<file path="config.mk">
export PLATFORM = sky130hd
export DESIGN_NAME = pidarr_cell
export DESIGN_NICKNAME = d
export VERILOG_FILES = /design/src/design/pidarr_pkg.sv /design/src/design/pidarr_cell.sv
export SDC_FILE = /design/constraint.sdc
export NUM_CORES = 1
export LEC_CHECK = 0
export CORE_ASPECT_RATIO = 0.8
export CORE_MARGIN = 3
export CORE_UTILIZATION = 45
export DETAILED_ROUTE_END_ITERATION = 7
export DONT_BUFFER_PORTS = 1
export GPL_TIMING_DRIVEN = 0
export PLACE_DENSITY_LB_ADDON = 0.08
export SYNTH_ARGS = -nofsm -noshare
export SYNTH_HDL_FRONTEND = slang
export SYNTH_SLANG_ARGS = --single-unit
</file>
<file path="constraint.sdc">
create_clock -name clk -period 1.55 [get_ports clk]
set_clock_uncertainty 0.2 [all_clocks]
set_input_delay 0.155 -clock clk [delete_from_list [all_inputs] [get_ports clk]]
set_output_delay 0.155 -clock clk [all_outputs]
set_load 0.05 [all_outputs]
</file>
<file path="src/design/pidarr_pkg.sv">
// Package for the positional insert/delete array unit.
// Field widths, command and status codes, and the cell control struct.
// No dependencies.
`timescale 1ns / 1ps
`default_nettype none

package pidarr_pkg;

    localparam int OP_W     = 3;
    localparam int IDX_W    = 7;
    localparam int DATA_W   = 32;
    localparam int COUNT_W  = 8;
    localparam int STATUS_W = 2;

    localparam logic [OP_W-1:0] OP_CLEAR  = 3'd0;
    localparam logic [OP_W-1:0] OP_APPEND = 3'd1;
    localparam logic [OP_W-1:0] OP_INSERT = 3'd2;
    localparam logic [OP_W-1:0] OP_UPDATE = 3'd3;
    localparam logic [OP_W-1:0] OP_DELETE = 3'd4;
    localparam logic [OP_W-1:0] OP_READ   = 3'd5;

    localparam logic [STATUS_W-1:0] ST_OK    = 2'd0;
    localparam logic [STATUS_W-1:0] ST_FULL  = 2'd1;
    localparam logic [STATUS_W-1:0] ST_RANGE = 2'd2;

    // broadcast to every cell; at most one flag set per cycle
    typedef struct packed {
        logic shift_up;    // insert: cells above target take left neighbor
        logic shift_down;  // delete: cells at/above target take right neighbor
        logic write;       // append/update: cell at target takes value
    } pidarr_ctl_t;

endpackage

`default_nettype wire

</file>
<file path="src/design/pidarr_cell.sv">
// One storage cell of the array chain: holds one entry and takes its
// own, its neighbor's or the broadcast value. Depends on pidarr_pkg.
`timescale 1ns / 1ps
`default_nettype none

module pidarr_cell
    import pidarr_pkg::*;
#(
    parameter int TGT_W = 7,
    parameter int POS   = 0
)(
    input  wire logic                     clk,
    input  wire pidarr_ctl_t              ctl,
    input  wire logic [TGT_W-1:0]         target,
    input  wire logic signed [DATA_W-1:0] value,
    input  wire logic signed [DATA_W-1:0] left,
    input  wire logic signed [DATA_W-1:0] right,
    output logic signed [DATA_W-1:0]      data
);

    localparam logic [TGT_W-1:0] MY_POS = TGT_W'(POS);

    logic signed [DATA_W-1:0] data_reg;
    logic signed [DATA_W-1:0] data_next;
    logic                     at_target;
    logic                     above_target;

    assign at_target    = (target == MY_POS);
    assign above_target = (MY_POS > target);

    always_comb
    begin
        data_next = data_reg;
        if (ctl.shift_up)
        begin
            if (above_target)
                data_next = left;
            else if (at_target)
                data_next = value;
        end
        else if (ctl.shift_down)
        begin
            if (above_target || at_target)
                data_next = right;
        end
        else if (ctl.write && at_target)
        begin
            data_next = value;
        end
    end

    // entry storage, undefined until written
    always_ff @(posedge clk)
    begin
        data_reg <= data_next;
    end

    assign data = data_reg;

endmodule

`default_nettype wire

</file>
**Word level (Yosys, flattened, before mapping)**

Index checks and enable logic that the tools add are counted.

- $lt $le $gt $ge: 1
- Equality and inequality tests: 2
- Mux-type cells: 6
- Reductions and logical operators: 5

Operators by type and width:

| cell | number |
|---|---|
| $mux W32 | 6 |
| $gt A1 B7 Y1 const A | 1 |
| $logic_not A7 Y1 | 1 |
| $ne A3 B1 Y1 const B | 2 |
| $reduce_and A3 Y1 | 1 |
| $reduce_bool A3 Y1 | 1 |
| $logic_and A1 B1 Y1 | 1 |
| $logic_or A1 B1 Y1 | 1 |

- Logic and storage cells: 15
- Register bits after elaboration: 32

**Longest topological paths before layout**

- Depth after elaboration: 5
- Depth in mapped cells: 4
- Gate-level depth less buffers: 2

**Worst setup path after synthesis**

Ideal clock, no wire load.

- Kind: in2reg
- Start: in target[5]
- End: reg data_reg[0] (netlist: data[0]), enable pin
- Buffers on the path: 0
- Stages on the path: 2
- Library setup time: 0.375 ns
- Data required time: 0.975 ns
- Arrival: 0.991 ns
- Slack: -0.016 ns
- Cell sequence: nor4_1 -> o311a_2

- Longest elaborated chain between the ends: 4

Ends and longest elaborated chain:

| item | line | RTL |
|---|---|---|
| from (decl) | pidarr_cell.sv:14 | `input wire logic [TGT_W-1:0] target,` |
| $gt A1 B7 Y1 or $logic_not A7 Y1 (tied branches) | pidarr_cell.sv:29, pidarr_cell.sv:28 |  |
| $logic_or A1 B1 Y1 or $logic_and A1 B1 Y1 (tied branches) | pidarr_cell.sv:43, pidarr_cell.sv:46 |  |
| $ne A3 B1 Y1 (no line) or $reduce_bool A3 Y1 (tied branches) | n/a |  |
| $reduce_and A3 Y1 (no line) (*) | n/a |  |
| to (signal assigned) | pidarr_cell.sv:55 | `data_reg <= data_next;` |
| to (decl) | pidarr_cell.sv:23 | `logic signed [DATA_W-1:0] data_reg;` |

Mark *: on every way between the ends. The rest lies on a longest branch, timed or not.
A chain may end at the register's enable or synchronous reset.

**Final worst setup path**

- Start: in target[5]
- End: reg data_reg[12] (netlist: data[12]), enable pin

Same word-level chain as after synthesis.

==> impl_metrics.csv <==
group,metric,value,unit
critical_path,critPathRequiredTime,1280,ps
critical_path,cp.arrival,1030,ps
global_routing,grt_busiest_layer,"met2",
yosys,synth_seq_cells,32,
clock_tree,cts_setup_buffers,0,
power_and_ir_drop,internal-power,1660,µW
placement,dpl_cell_area,0.00160,mm²
critical_path,crit_buf_inv,0,
global_routing,grt_use_met3,9.04,%
power_and_ir_drop,pwr-share-clk,37.6,%
routing,post_drt_wl_per_cell,18.1,µm
power_and_ir_drop,p_comb_share,14.4,%
timing,rsz0062_at_grt,"no",
cells_and_area,num-nets-final,250,
global_routing,grt_max_degree,33,
global_routing,grt_usage,17.7,%
die,rows,18,
clock_tree,cts_sinks,32,
critical_path,slowest_delay,540,ps
global_routing,grt_pass1_wl,5.32,mm
yosys,syn_area,0.00154,mm²
clock_tree,cts.clk_slew.worst_paths,60,ps
yosys,ys_seq_area_share,62.3,%
clock_tree,htreeDepth,2,
die,coreArea,0.00318,mm²
clock_tree,root_buffer,"clkbuf_8",
placement,gp_congestion,0.666,
placement,portBuffers,0,
placement,dp_hpwl,1.90,mm
timing,period_share,83.8,%
power_and_ir_drop,powerDensity,871,mW/mm²
global_routing,antenna_found_initial,0,
cells_and_area,antenna_cells,0,
routing,drt_iter0_drc,38,
routing,drc,0,
critical_path,cp-start-kind,"input port",
cells_and_area,fillers,217,
critical_path,crit_slowest_cell,"o311a_4",
cells_and_area,postLayoutCellArea,0.00235,mm²
timing,fin_crit,1300,ps
clock_tree,clockBufferDepth,2,
yosys,synth_area_leaders,"edfxtp_1 62%, mux2_4 29%, buf_12 3.9%, mux2_2 1.5%, nor2b_4 0.89%",
timing,drv_slew,0,
timing,finalSetupTns,0,ps
yosys,avgSynthCellArea,21.4,µm²
yosys,syn_nets,179,
global_routing,grt_pass1_vias,1044,
routing,firstDrtPassIters,4,
cells_and_area,area.growth.synth_to_final,52.4,%
run_status,status,"completed",
timing,max_slew_margin,67.3,%
routing,vias,925,
cells_and_area,multiInputGateArea,519,µm²
global_routing,gr-total-overflow,0,
yosys,syn_inst,72,
clock_tree,tritoncts,"done",
timing,fmaxAchievable,770,MHz
power_and_ir_drop,p_sw_share,18.7,%
run,drv_cap,0,
yosys,synth_top_area_cell,"edfxtp_1",
die,io_pins,139,
die,die_h,58.4,µm
power_and_ir_drop,power_leakage,0.000894,µW
routing,vias_per_cell,5.03,
power_and_ir_drop,p_sw,383,µW
timing,hold_slack,140,ps
routing,drtAntennaViolNets,0,
critical_path,cp_top_family,"compound AO/OA/AOI/OAI gates",
critical_path,worstPathCellList,"nor4_1 > o311a_4",
worst_hold_path,hold_class,"input port to flop",
timing,tightest_slew,492,ps
die,fp.dieArea,0.00417,mm²
yosys,synth_cell_types,9,
die,die_width,71.4,µm
routing,routed_wl,3.33,mm
cells_and_area,largest_reg_flops,32,
timing,finalHoldViolCount,0,
critical_path,setup.worst_path.end_class,"flop",
critical_path,setup.worst_path.class,"input port to flop",
die,start_util,48.5,%
critical_path,crit_fanout,32,
power_and_ir_drop,p_seq_share,48.1,%
timing,setup_viol,0,
cells_and_area,regArea,961,µm²
yosys,yosys_warnings,0,
power_and_ir_drop,irDropWorstVdd,0.000719,V
global_routing,met1_usage,18.1,%
clock_tree,numCtsBuffers,5,
global_routing,use_met2,31.5,%
cells_and_area,drive_gt1_share,31.3,%
yosys,yosysTopAreaCellShare,62.3,%
==> kinds of logic (layout without fill, tap and decap cells) <==
kind of cell / Yosys count / count (layout) / share of synthesized area, %
buf+inv: 4 / 76 / 4.63
compound gates: 1 / 1 / 0.730
flops: 32 / 32 / 62.3
mux: 32 / 32 / 30.7
simple gates: 3 / 3 / 1.62
==> cell usage in the layout (no fill, tap or decap) <==
| cell type | instances |
|---|---|
| mux2_4 | 30 |
| dlygate4sd3_1 | 64 |
| mux2_2 | 2 |
| clkinv_2 | 1 |
| bufinv_16 | 1 |
| edfxtp_1 | 32 |
| nor2b_4 | 1 |
| clkbuf_1 | 1 |
| clkbuf_8 | 5 |
| nor4_1 | 1 |
| buf_12 | 3 |
| o311a_4 | 1 |
| buf_6 | 1 |
| nor3_1 | 1 |
==> power by group through the flow <==
stage          registers [µW]  logic [µW]  clock network [µW]
2_1_floorplan            1000         148                   0
3_3_place_gp             1000         155                   0
3_5_place_dp             1000         160                   0
4_1_cts                   984         289                 789
5_1_grt                   984         313                 840
6_report                  984         294                 769
==> stage by stage <==
stage / total power (µW) / cells / utilization [%] / setup WS [ps]
CTS: 2060 / 184 / 74.0 / 251
detailed placement: 1160 / 112 / 50.4 / -46.0
floorplan: 1150 / 72 / - / 87.0
global placement: 1160 / 112 / 50.4 / -5.22
global route: 2140 / 184 / 74.0 / 127
finish: 2050 / 184 / 74.0 / 251
==> layout make-up <==
class                      count  area share [%]
sequential                    32            40.9
timing repair buffer          64            27.3
multi-input combinational     36            22.1
clock buffer                   6            3.09
buffer                         4            3.04
tap                           40            2.13
clock inverter                 2            1.49
==> per-layer routing <==
layer	wire length (µm)	vias to the layer above	share of wire, %
li1	-	423	-
met1	1110	439	33
met2	1860	61	56
met3	342	2	10
met4	23	0	0.69
met5	0	-	0
==> path summary, 6_finish.rpt <==
kind	from	to	slack, ps	cells past startpoint
setup / recovery	target[5]	data[12]	250	2
hold / removal	ctl[2]	data[31]	140	3
==> Yosys cell counts <==
library cell  count
edfxtp_1         32
mux2_4           30
buf_12            3
mux2_2            2
buf_6             1
nor2b_4           1
nor3_1            1
nor4_1            1
o311a_2           1
==> tightest hold or removal path: stages <==
cell	delay, ps
nor2b_4	20
buf_6	130
mux2_2	210
==> timing repair <==
| action | in CTS | in global routing |
|---|---|---|
| gates resized for setup | 0 | 0 |
| hold buffers | 64 | 0 |
| endpoints found under the hold margin | 32 | 0 |
(Power assumes the default switching activity.)
